### src/rtl/ini_tok_pkg.sv
package ini_tok_pkg;

  localparam int unsigned MAX_LINE_DEFAULT = 256;

  localparam int unsigned BYTE_W = 8;
  localparam int unsigned KIND_W = 3;
  localparam int unsigned OFS_W  = 9;

  localparam logic [KIND_W-1:0] KIND_BLANK    = 3'd0;
  localparam logic [KIND_W-1:0] KIND_SECTION  = 3'd1;
  localparam logic [KIND_W-1:0] KIND_KEYVAL   = 3'd2;
  localparam logic [KIND_W-1:0] KIND_IGNORED  = 3'd3;
  localparam logic [KIND_W-1:0] KIND_TOO_LONG = 3'd4;

  localparam logic [BYTE_W-1:0] CH_NUL       = 8'h00;
  localparam logic [BYTE_W-1:0] CH_SEMICOLON = 8'h3B;
  localparam logic [BYTE_W-1:0] CH_HASH      = 8'h23;
  localparam logic [BYTE_W-1:0] CH_QUOTE     = 8'h22;
  localparam logic [BYTE_W-1:0] CH_LBRACKET  = 8'h5B;
  localparam logic [BYTE_W-1:0] CH_RBRACKET  = 8'h5D;
  localparam logic [BYTE_W-1:0] CH_EQUALS    = 8'h3D;
  localparam logic [BYTE_W-1:0] CH_SPACE     = 8'h20;
  localparam logic [BYTE_W-1:0] CH_TAB       = 8'h09;
  localparam logic [BYTE_W-1:0] CH_CR        = 8'h0D;

  // c-locale isspace: tab through carriage return, and space
  function automatic logic is_ws(input logic [BYTE_W-1:0] c);
    return (c == CH_SPACE) || ((c >= CH_TAB) && (c <= CH_CR));
  endfunction

endpackage

### src/rtl/ini_tok_if.sv
interface ini_tok_in_if import ini_tok_pkg::*; ();
  logic              valid;
  logic              ready;
  logic [BYTE_W-1:0] line_byte;
  logic              last_byte;

  modport source (output valid, output line_byte, output last_byte, input ready);
  modport sink (input valid, input line_byte, input last_byte, output ready);
endinterface

interface ini_tok_out_if import ini_tok_pkg::*; ();
  logic              valid;
  logic              ready;
  logic [KIND_W-1:0] line_kind;
  logic [OFS_W-1:0]  name_start;
  logic [OFS_W-1:0]  name_end;
  logic [OFS_W-1:0]  value_start;
  logic [OFS_W-1:0]  value_end;

  modport source (output valid, output line_kind, output name_start, output name_end,
                  output value_start, output value_end, input ready);
  modport sink (input valid, input line_kind, input name_start, input name_end,
                input value_start, input value_end, output ready);
endinterface

### src/rtl/ini_line_tokenizer_core.sv
// a line's result is registered, valid in the cycle after its last byte is taken
// throughput: one byte per cycle; bytes that are not the last of a line are taken
//   even while a result waits in the output register, a last byte only as it drains
// reset (rst, synchronous): clears the line state and drops any pending result
module ini_line_tokenizer_core import ini_tok_pkg::*; #(
  parameter int unsigned MAX_LINE = MAX_LINE_DEFAULT
) (
  input  logic          clk,
  input  logic          rst,
  ini_tok_in_if.sink    byte_stream,
  ini_tok_out_if.source result
);

  localparam int unsigned POS_W = $clog2(MAX_LINE + 1);

  localparam logic [2:0] PH_LEAD      = 3'd0;
  localparam logic [2:0] PH_SECT      = 3'd1;
  localparam logic [2:0] PH_SECT_DONE = 3'd2;
  localparam logic [2:0] PH_KEY       = 3'd3;
  localparam logic [2:0] PH_VALUE     = 3'd4;

  logic [POS_W-1:0] byte_position, byte_position_next;
  logic             overflowed, overflowed_next;
  logic             inside_quotes, inside_quotes_next;
  logic             content_cut, content_cut_next;
  logic [2:0]       parse_phase, parse_phase_next;
  logic [POS_W-1:0] name_start, name_start_next;
  logic [POS_W-1:0] name_end, name_end_next;
  logic [POS_W-1:0] value_start, value_start_next;
  logic [POS_W-1:0] value_end, value_end_next;
  logic             value_seen, value_seen_next;

  logic              out_valid;
  logic [KIND_W-1:0] out_kind, kind_next;
  logic [OFS_W-1:0]  out_ns, out_ne, out_vs, out_ve;
  logic [POS_W-1:0]  ns_res, ne_res, vs_res, ve_res;

  logic             accept;
  logic [BYTE_W-1:0] c;
  logic             ws;
  logic [POS_W-1:0] pos_inc;

  assign c       = byte_stream.line_byte;
  assign ws      = is_ws(c);
  assign pos_inc = byte_position + POS_W'(1);

  // a last byte needs room in the output register, other bytes never wait
  assign byte_stream.ready = !out_valid || result.ready || !byte_stream.last_byte;
  assign accept = byte_stream.valid && byte_stream.ready;

  always_comb begin
    byte_position_next = byte_position;
    overflowed_next    = overflowed;
    inside_quotes_next = inside_quotes;
    content_cut_next   = content_cut;
    parse_phase_next   = parse_phase;
    name_start_next    = name_start;
    name_end_next      = name_end;
    value_start_next   = value_start;
    value_end_next     = value_end;
    value_seen_next    = value_seen;

    if (byte_position >= POS_W'(MAX_LINE)) begin
      overflowed_next = 1'b1;
    end else begin
      byte_position_next = pos_inc;
      if (!content_cut) begin
        if (c == CH_NUL) begin
          content_cut_next = 1'b1;
        end else if ((c == CH_SEMICOLON || c == CH_HASH) && !inside_quotes) begin
          content_cut_next = 1'b1;
        end else begin
          if (c == CH_QUOTE) begin
            inside_quotes_next = !inside_quotes;
          end
          case (parse_phase)
            PH_LEAD: begin
              if (!ws) begin
                if (c == CH_LBRACKET) begin
                  parse_phase_next = PH_SECT;
                end else if (c == CH_EQUALS) begin
                  parse_phase_next = PH_VALUE;
                end else begin
                  parse_phase_next = PH_KEY;
                  if (name_end == '0) name_start_next = byte_position;
                  name_end_next = pos_inc;
                end
              end
            end
            PH_SECT: begin
              if (c == CH_RBRACKET) begin
                parse_phase_next = PH_SECT_DONE;
              end else if (!ws) begin
                if (name_end == '0) name_start_next = byte_position;
                name_end_next = pos_inc;
              end
            end
            PH_KEY: begin
              if (c == CH_EQUALS) begin
                parse_phase_next = PH_VALUE;
              end else if (!ws) begin
                if (name_end == '0) name_start_next = byte_position;
                name_end_next = pos_inc;
              end
            end
            PH_VALUE: begin
              if (!ws) begin
                if (!value_seen) value_start_next = byte_position;
                value_end_next  = pos_inc;
                value_seen_next = 1'b1;
              end
            end
            default: ;
          endcase
        end
      end
    end
  end

  // classify the line from the state after its last byte
  always_comb begin
    ns_res = '0;
    ne_res = '0;
    vs_res = '0;
    ve_res = '0;
    if (overflowed_next) begin
      kind_next = KIND_TOO_LONG;
    end else begin
      case (parse_phase_next)
        PH_LEAD: kind_next = KIND_BLANK;
        PH_SECT_DONE: begin
          kind_next = KIND_SECTION;
          ns_res    = name_start_next;
          ne_res    = name_end_next;
        end
        PH_VALUE: begin
          kind_next = KIND_KEYVAL;
          ns_res    = name_start_next;
          ne_res    = name_end_next;
          if (value_seen_next) begin
            vs_res = value_start_next;
            ve_res = value_end_next;
          end
        end
        default: kind_next = KIND_IGNORED;
      endcase
      if (ne_res == '0) ns_res = '0;
    end
  end

  always_ff @(posedge clk) begin
    if (rst) begin
      byte_position <= '0;
      overflowed    <= 1'b0;
      inside_quotes <= 1'b0;
      content_cut   <= 1'b0;
      parse_phase   <= PH_LEAD;
      name_start    <= '0;
      name_end      <= '0;
      value_start   <= '0;
      value_end     <= '0;
      value_seen    <= 1'b0;
    end else if (accept) begin
      if (byte_stream.last_byte) begin
        byte_position <= '0;
        overflowed    <= 1'b0;
        inside_quotes <= 1'b0;
        content_cut   <= 1'b0;
        parse_phase   <= PH_LEAD;
        name_start    <= '0;
        name_end      <= '0;
        value_start   <= '0;
        value_end     <= '0;
        value_seen    <= 1'b0;
      end else begin
        byte_position <= byte_position_next;
        overflowed    <= overflowed_next;
        inside_quotes <= inside_quotes_next;
        content_cut   <= content_cut_next;
        parse_phase   <= parse_phase_next;
        name_start    <= name_start_next;
        name_end      <= name_end_next;
        value_start   <= value_start_next;
        value_end     <= value_end_next;
        value_seen    <= value_seen_next;
      end
    end
  end

  always_ff @(posedge clk) begin
    if (rst) begin
      out_valid <= 1'b0;
    end else if (accept && byte_stream.last_byte) begin
      out_valid <= 1'b1;
    end else if (result.ready) begin
      out_valid <= 1'b0;
    end
  end

  always_ff @(posedge clk) begin
    if (accept && byte_stream.last_byte) begin
      out_kind <= kind_next;
      out_ns   <= OFS_W'(ns_res);
      out_ne   <= OFS_W'(ne_res);
      out_vs   <= OFS_W'(vs_res);
      out_ve   <= OFS_W'(ve_res);
    end
  end

  assign result.valid       = out_valid;
  assign result.line_kind   = out_kind;
  assign result.name_start  = out_ns;
  assign result.name_end    = out_ne;
  assign result.value_start = out_vs;
  assign result.value_end   = out_ve;

endmodule

### src/flat_wrapper.sv
// flat-port wrapper written by rule: the top's interface ports become plain ports
module ini_line_tokenizer_core_flat import ini_tok_pkg::*;
#(
  parameter int unsigned MAX_LINE = MAX_LINE_DEFAULT
)
  (clk, rst, byte_stream_valid, byte_stream_line_byte, byte_stream_last_byte, byte_stream_ready, result_valid, result_line_kind, result_name_start, result_name_end, result_value_start, result_value_end, result_ready);
  ini_tok_in_if byte_stream_i ();
  ini_tok_out_if result_i ();
  input  logic clk;
  input  logic rst;
  input wire logic [$bits(byte_stream_i.valid)-1:0] byte_stream_valid;
  input wire logic [$bits(byte_stream_i.line_byte)-1:0] byte_stream_line_byte;
  input wire logic [$bits(byte_stream_i.last_byte)-1:0] byte_stream_last_byte;
  output wire logic [$bits(byte_stream_i.ready)-1:0] byte_stream_ready;
  output wire logic [$bits(result_i.valid)-1:0] result_valid;
  output wire logic [$bits(result_i.line_kind)-1:0] result_line_kind;
  output wire logic [$bits(result_i.name_start)-1:0] result_name_start;
  output wire logic [$bits(result_i.name_end)-1:0] result_name_end;
  output wire logic [$bits(result_i.value_start)-1:0] result_value_start;
  output wire logic [$bits(result_i.value_end)-1:0] result_value_end;
  input wire logic [$bits(result_i.ready)-1:0] result_ready;
  assign byte_stream_i.valid = byte_stream_valid;
  assign byte_stream_i.line_byte = byte_stream_line_byte;
  assign byte_stream_i.last_byte = byte_stream_last_byte;
  assign byte_stream_ready = byte_stream_i.ready;
  assign result_valid = result_i.valid;
  assign result_line_kind = result_i.line_kind;
  assign result_name_start = result_i.name_start;
  assign result_name_end = result_i.name_end;
  assign result_value_start = result_i.value_start;
  assign result_value_end = result_i.value_end;
  assign result_i.ready = result_ready;
  ini_line_tokenizer_core #(.MAX_LINE(MAX_LINE)) u_core (.clk(clk), .rst(rst), .byte_stream(byte_stream_i), .result(result_i));
endmodule
### config.mk
export PLATFORM = sky130hd
export DESIGN_NAME = ini_line_tokenizer_core_flat
export DESIGN_NICKNAME = d
export VERILOG_FILES = /design/src/rtl/ini_tok_pkg.sv /design/src/rtl/ini_tok_if.sv /design/src/rtl/ini_line_tokenizer_core.sv /design/src/flat_wrapper.sv
export SDC_FILE = /design/constraint.sdc
export NUM_CORES = 1
export LEC_CHECK = 0
export CAP_MARGIN = 10
export CORE_MARGIN = 10
export CORE_UTILIZATION = 60
export CTS_BUF_LIST = sky130_fd_sc_hd__clkbuf_8 sky130_fd_sc_hd__clkbuf_16
export DETAILED_ROUTE_END_ITERATION = 8
export DONT_BUFFER_PORTS = 1
export PLACE_DENSITY = 0.76
export SLEW_MARGIN = 25
export SYNTH_ARGS = -nofsm -noshare
export SYNTH_HDL_FRONTEND = slang
export SYNTH_SLANG_ARGS = --single-unit
### constraint.sdc
create_clock -name clk -period 8.4 [get_ports clk]
set_input_delay 1.68 -clock clk [delete_from_list [all_inputs] [get_ports clk]]
set_output_delay 1.68 -clock clk [all_outputs]
set_load 0.05 [all_outputs]
==> results.cfg <==
[timing]
slew_headroom_pct = 33.68
setup_viol = 0
hold_viol = 0
slew_viol_final = 0
fin_crit_sh_pct = 53.19
fin_crit_ns = 4.468
fin_setup_tns_ns = 0
finClkSkew_ns = 0.01236
rsz0062_at_grt = no
tightestPinTransition_ns = 0.9942
fmax_mhz = 223.8

[cells_and_area]
nets = 430
final_area_um2 = 4795
area_delta_synth_final_pct = 4.357
num_antenna_cells = 0
drive_gt1_share_pct = 15.24
final_util_pct = 65.40

[pwr]
p_per_area_nw_per_um2 = 185.4
ir_drop_mv = 0.08356
pwr-share-comb_pct = 8.9
netSwitchingFraction_pct = 28.04
seq_power_share_pct = 57.2
pwr-share-clk_pct = 33.8
leakage_nw = 1.575
finalPower_mw = 0.8890
p_int_mw = 0.6398
power.switching_mw = 0.2493

[synthesis]
async_reset_ff_share_pct = 0
yosys_warnings = 0
syn_nets = 447
synth_cells = 432
ys_seq_elements = 92
syn-cell-area_um2 = 4594
synth_top_family_by_area = simple AND/OR/NAND/NOR gates
synth.avg_cell_area_um2 = 10.64
synth-simple-area-share_pct = 22.14
synth_flop_cell = dfxtp_1
synth_xor_xnor_area_share_pct = 2.288
yosys.area_share.adder_pct = 0.5447
ys_types = 66
synth_compound_area_share_pct = 18.74
yosysSeqAreaShare_pct = 48.58
synth_edf_count = 39
synthMuxAreaShare_pct = 3.377

[drt]
vias_per_cell = 6.549
drc = 0
wl_per_cell_um = 20.41
ant_nets = 0
first_pass_iters = 5
drtIter0Drc = 320
routed_wirelength_um = 10600
dr_total_vias = 3399

[setup_path]
start_kind = primary input
r2r_slack_ns = 4.92
cp.required_ns = 8.57
crit_fanout = 18
slowest_delay_ns = 0.94
crit_path_end_kind = flop
crit_slowest_cell = nand4bb_2
crit_family = simple AND/OR/NAND/NOR gates
cp_cell_sequence = o2111ai_1 -> nand3_1 -> nor2_2 -> o21ai_0 -> nand4bb_2 -> a211oi_2
cp_num_buf_inv = 0
critPathKind = in2reg
arrival_ns = 4.64

[clocking]
insertion_delay_ns = 0.37
cts.clk_slew.worst_paths_ns = 0.09
clockBufferDepth = 2
cts_tree = built
cts-root-buf = clkbuf_8
cts_buffers = 9
post_cts_buffers = 0
htree_levels = 3
clock_sinks = 92
postCtsResizedCells = 0
postCtsHoldBufs = 0

[floorplanning]
io_pins = 54
die_x_um = 107.5
initial_utilization_pct = 62.67
die_area_um2 = 11560
row_count = 31
coreArea_um2 = 7331
die_h_um = 107.5

[placed_design]
post-dp-hpwl_um = 7575
post_dp_cell_area_um2 = 4597
gp_congestion = 0.8865
port_buffers = 0

[global_route]
grt_pass1_vias = 3205
grt_max_degree = 30
grt-ovfl-total = 0
grt_use_total_pct = 18.30
antenna_found_initial = 0
grt_pass1_wl_um = 17010

[worst_hold_path]
hp-class = reg2reg

[job]
max_cap_violations = 0

[outcome]
status = completed
[registers in the layout (all words and copies together), names as in the netlist]
name,count
u_core.byte_position,9
u_core.name_end,9
u_core.name_start,9
u_core.result.name_end,9
u_core.result.name_start,9
u_core.result.value_end,9
u_core.result.value_start,9
u_core.value_end,9
u_core.value_start,9
u_core.parse_phase,3
u_core.result.line_kind,3
u_core.content_cut,1
u_core.inside_quotes,1
u_core.overflowed,1
u_core.result.valid,1
u_core.value_seen,1
[worst reg2reg max path, cell delays in order, from the launching register on]
cell and delay [ns]:
dfxtp_1 0.45, nor2_1 0.24, nand4_1 0.35, nor2_2 0.71, o21ai_0 0.14, nand4bb_2 0.94, a211oi_2 0.45
[path summary, 6_finish.rpt]
kind	startpoint	end	depth (start not counted)
max	byte_stream_line_byte[1]	u_core.result.value_end[4]	6
max reg2reg	u_core.byte_position[8]	u_core.result.value_end[4]	6
min	u_core.value_start[8]	u_core.value_start[8]	1
min reg2reg	u_core.value_start[8]	u_core.value_start[8]	1
[cells by family (layout without fill, tap and decap cells)]
| logic type | count (synthesis) | in the layout |
|---|---|---|
| adder cells (fa/ha/maj) | 2 | 2 |
| AO/OA/AOI/OAI | 107 | 107 |
| multiplexers | 15 | 15 |
| AND/OR/NAND/NOR | 167 | 167 |
| flip-flops | 92 | 92 |
| XOR/XNOR | 12 | 12 |
| buffers and inverters | 37 | 25 |
[routing by layer]
layer	wire length (um)	part of all wire, %	track usage, %	vias to the layer above
met5	0	0	0	-
met4	265	2.5	8.588	0
met3	807	7.6	4.132	23
met2	4914	46	28.27	164
met1	4607	43	23.73	1630
li1	-	-	-	1582
[power groups by stage]
stage	Combinational [mW]	Clock (mW)	Sequential (mW)
finish	0.0794	0.301	0.509
global route	0.0870	0.319	0.510
CTS	0.0788	0.302	0.509
detailed placement	0.0787	0	0.520
global placement	0.0750	0	0.519
floorplan	0.0703	0	0.515
[placed cells by master (no fill, tap or decap), types with 3 or more instances in the layout]
master / Yosys / final
nor2_1: 51 / 50
a32oi_1: 5 / 5
o21ai_0: 12 / 12
a211oi_2: 8 / 8
nand2b_1: 3 / 3
nor3_2: 6 / 6
a22o_1: 22 / 22
a211oi_1: 9 / 9
mux2i_1: 14 / 14
nor2b_1: 8 / 8
nand3_1: 10 / 10
xnor2_1: 7 / 7
a31oi_1: 3 / 3
o21ai_1: 5 / 5
o21a_1: 3 / 3
inv_1: 5 / 5
dfxtp_1: 53 / 53
a22oi_1: 13 / 13
nand4_1: 3 / 3
and3_1: 8 / 8
nand2_1: 19 / 19
xor2_1: 5 / 5
a21oi_1: 13 / 13
clkbuf_8: 0 / 9
edfxtp_1: 39 / 39
nor4_2: 5 / 5
nor2_4: 11 / 12
nor3_1: 20 / 20
[per-stage QoR]
step	cells	hold slack [ns]	worst slack [ns]
2_1_floorplan	432	0.4191	3.435
3_3_place_gp	502	0.4377	3.665
3_5_place_dp	503	0.4406	3.535
4_1_cts	519	0.4635	3.910
5_1_grt	519	0.5003	3.700
6_report	519	0.4576	3.932
[Yosys cell counts (6+ instances only)]
cell type / number / share of area, %
dfxtp_1: 53 / 23
nor2_1: 51 / 4.2
edfxtp_1: 39 / 25
a22o_1: 22 / 4.2
nor3_1: 20 / 2.2
nand2_1: 19 / 1.6
clkbuf_1: 15 / 1.2
mux2i_1: 14 / 3.1
a21oi_1: 13 / 1.4
a22oi_1: 13 / 2.1
o21ai_0: 12 / 1.3
nor2_4: 11 / 2.7
nand3_1: 10 / 1.1
a211oi_1: 9 / 1.5
a211oi_2: 8 / 2.2
and3_1: 8 / 1.1
buf_2: 8 / 0.87
nor2b_1: 8 / 1.1
xnor2_1: 7 / 1.3
nor3_2: 6 / 1.3
[final cells by class]
class	count	area [um^2]
multi-input cells	303	2176
repair buffers	3	42.54
fillers	555	2536
clock buffers	9	123.9
clock inverters	7	73.82
well taps	99	123.9
flip-flops and latches	92	2232
inverters	6	22.52
(Power assumes the default switching activity.)
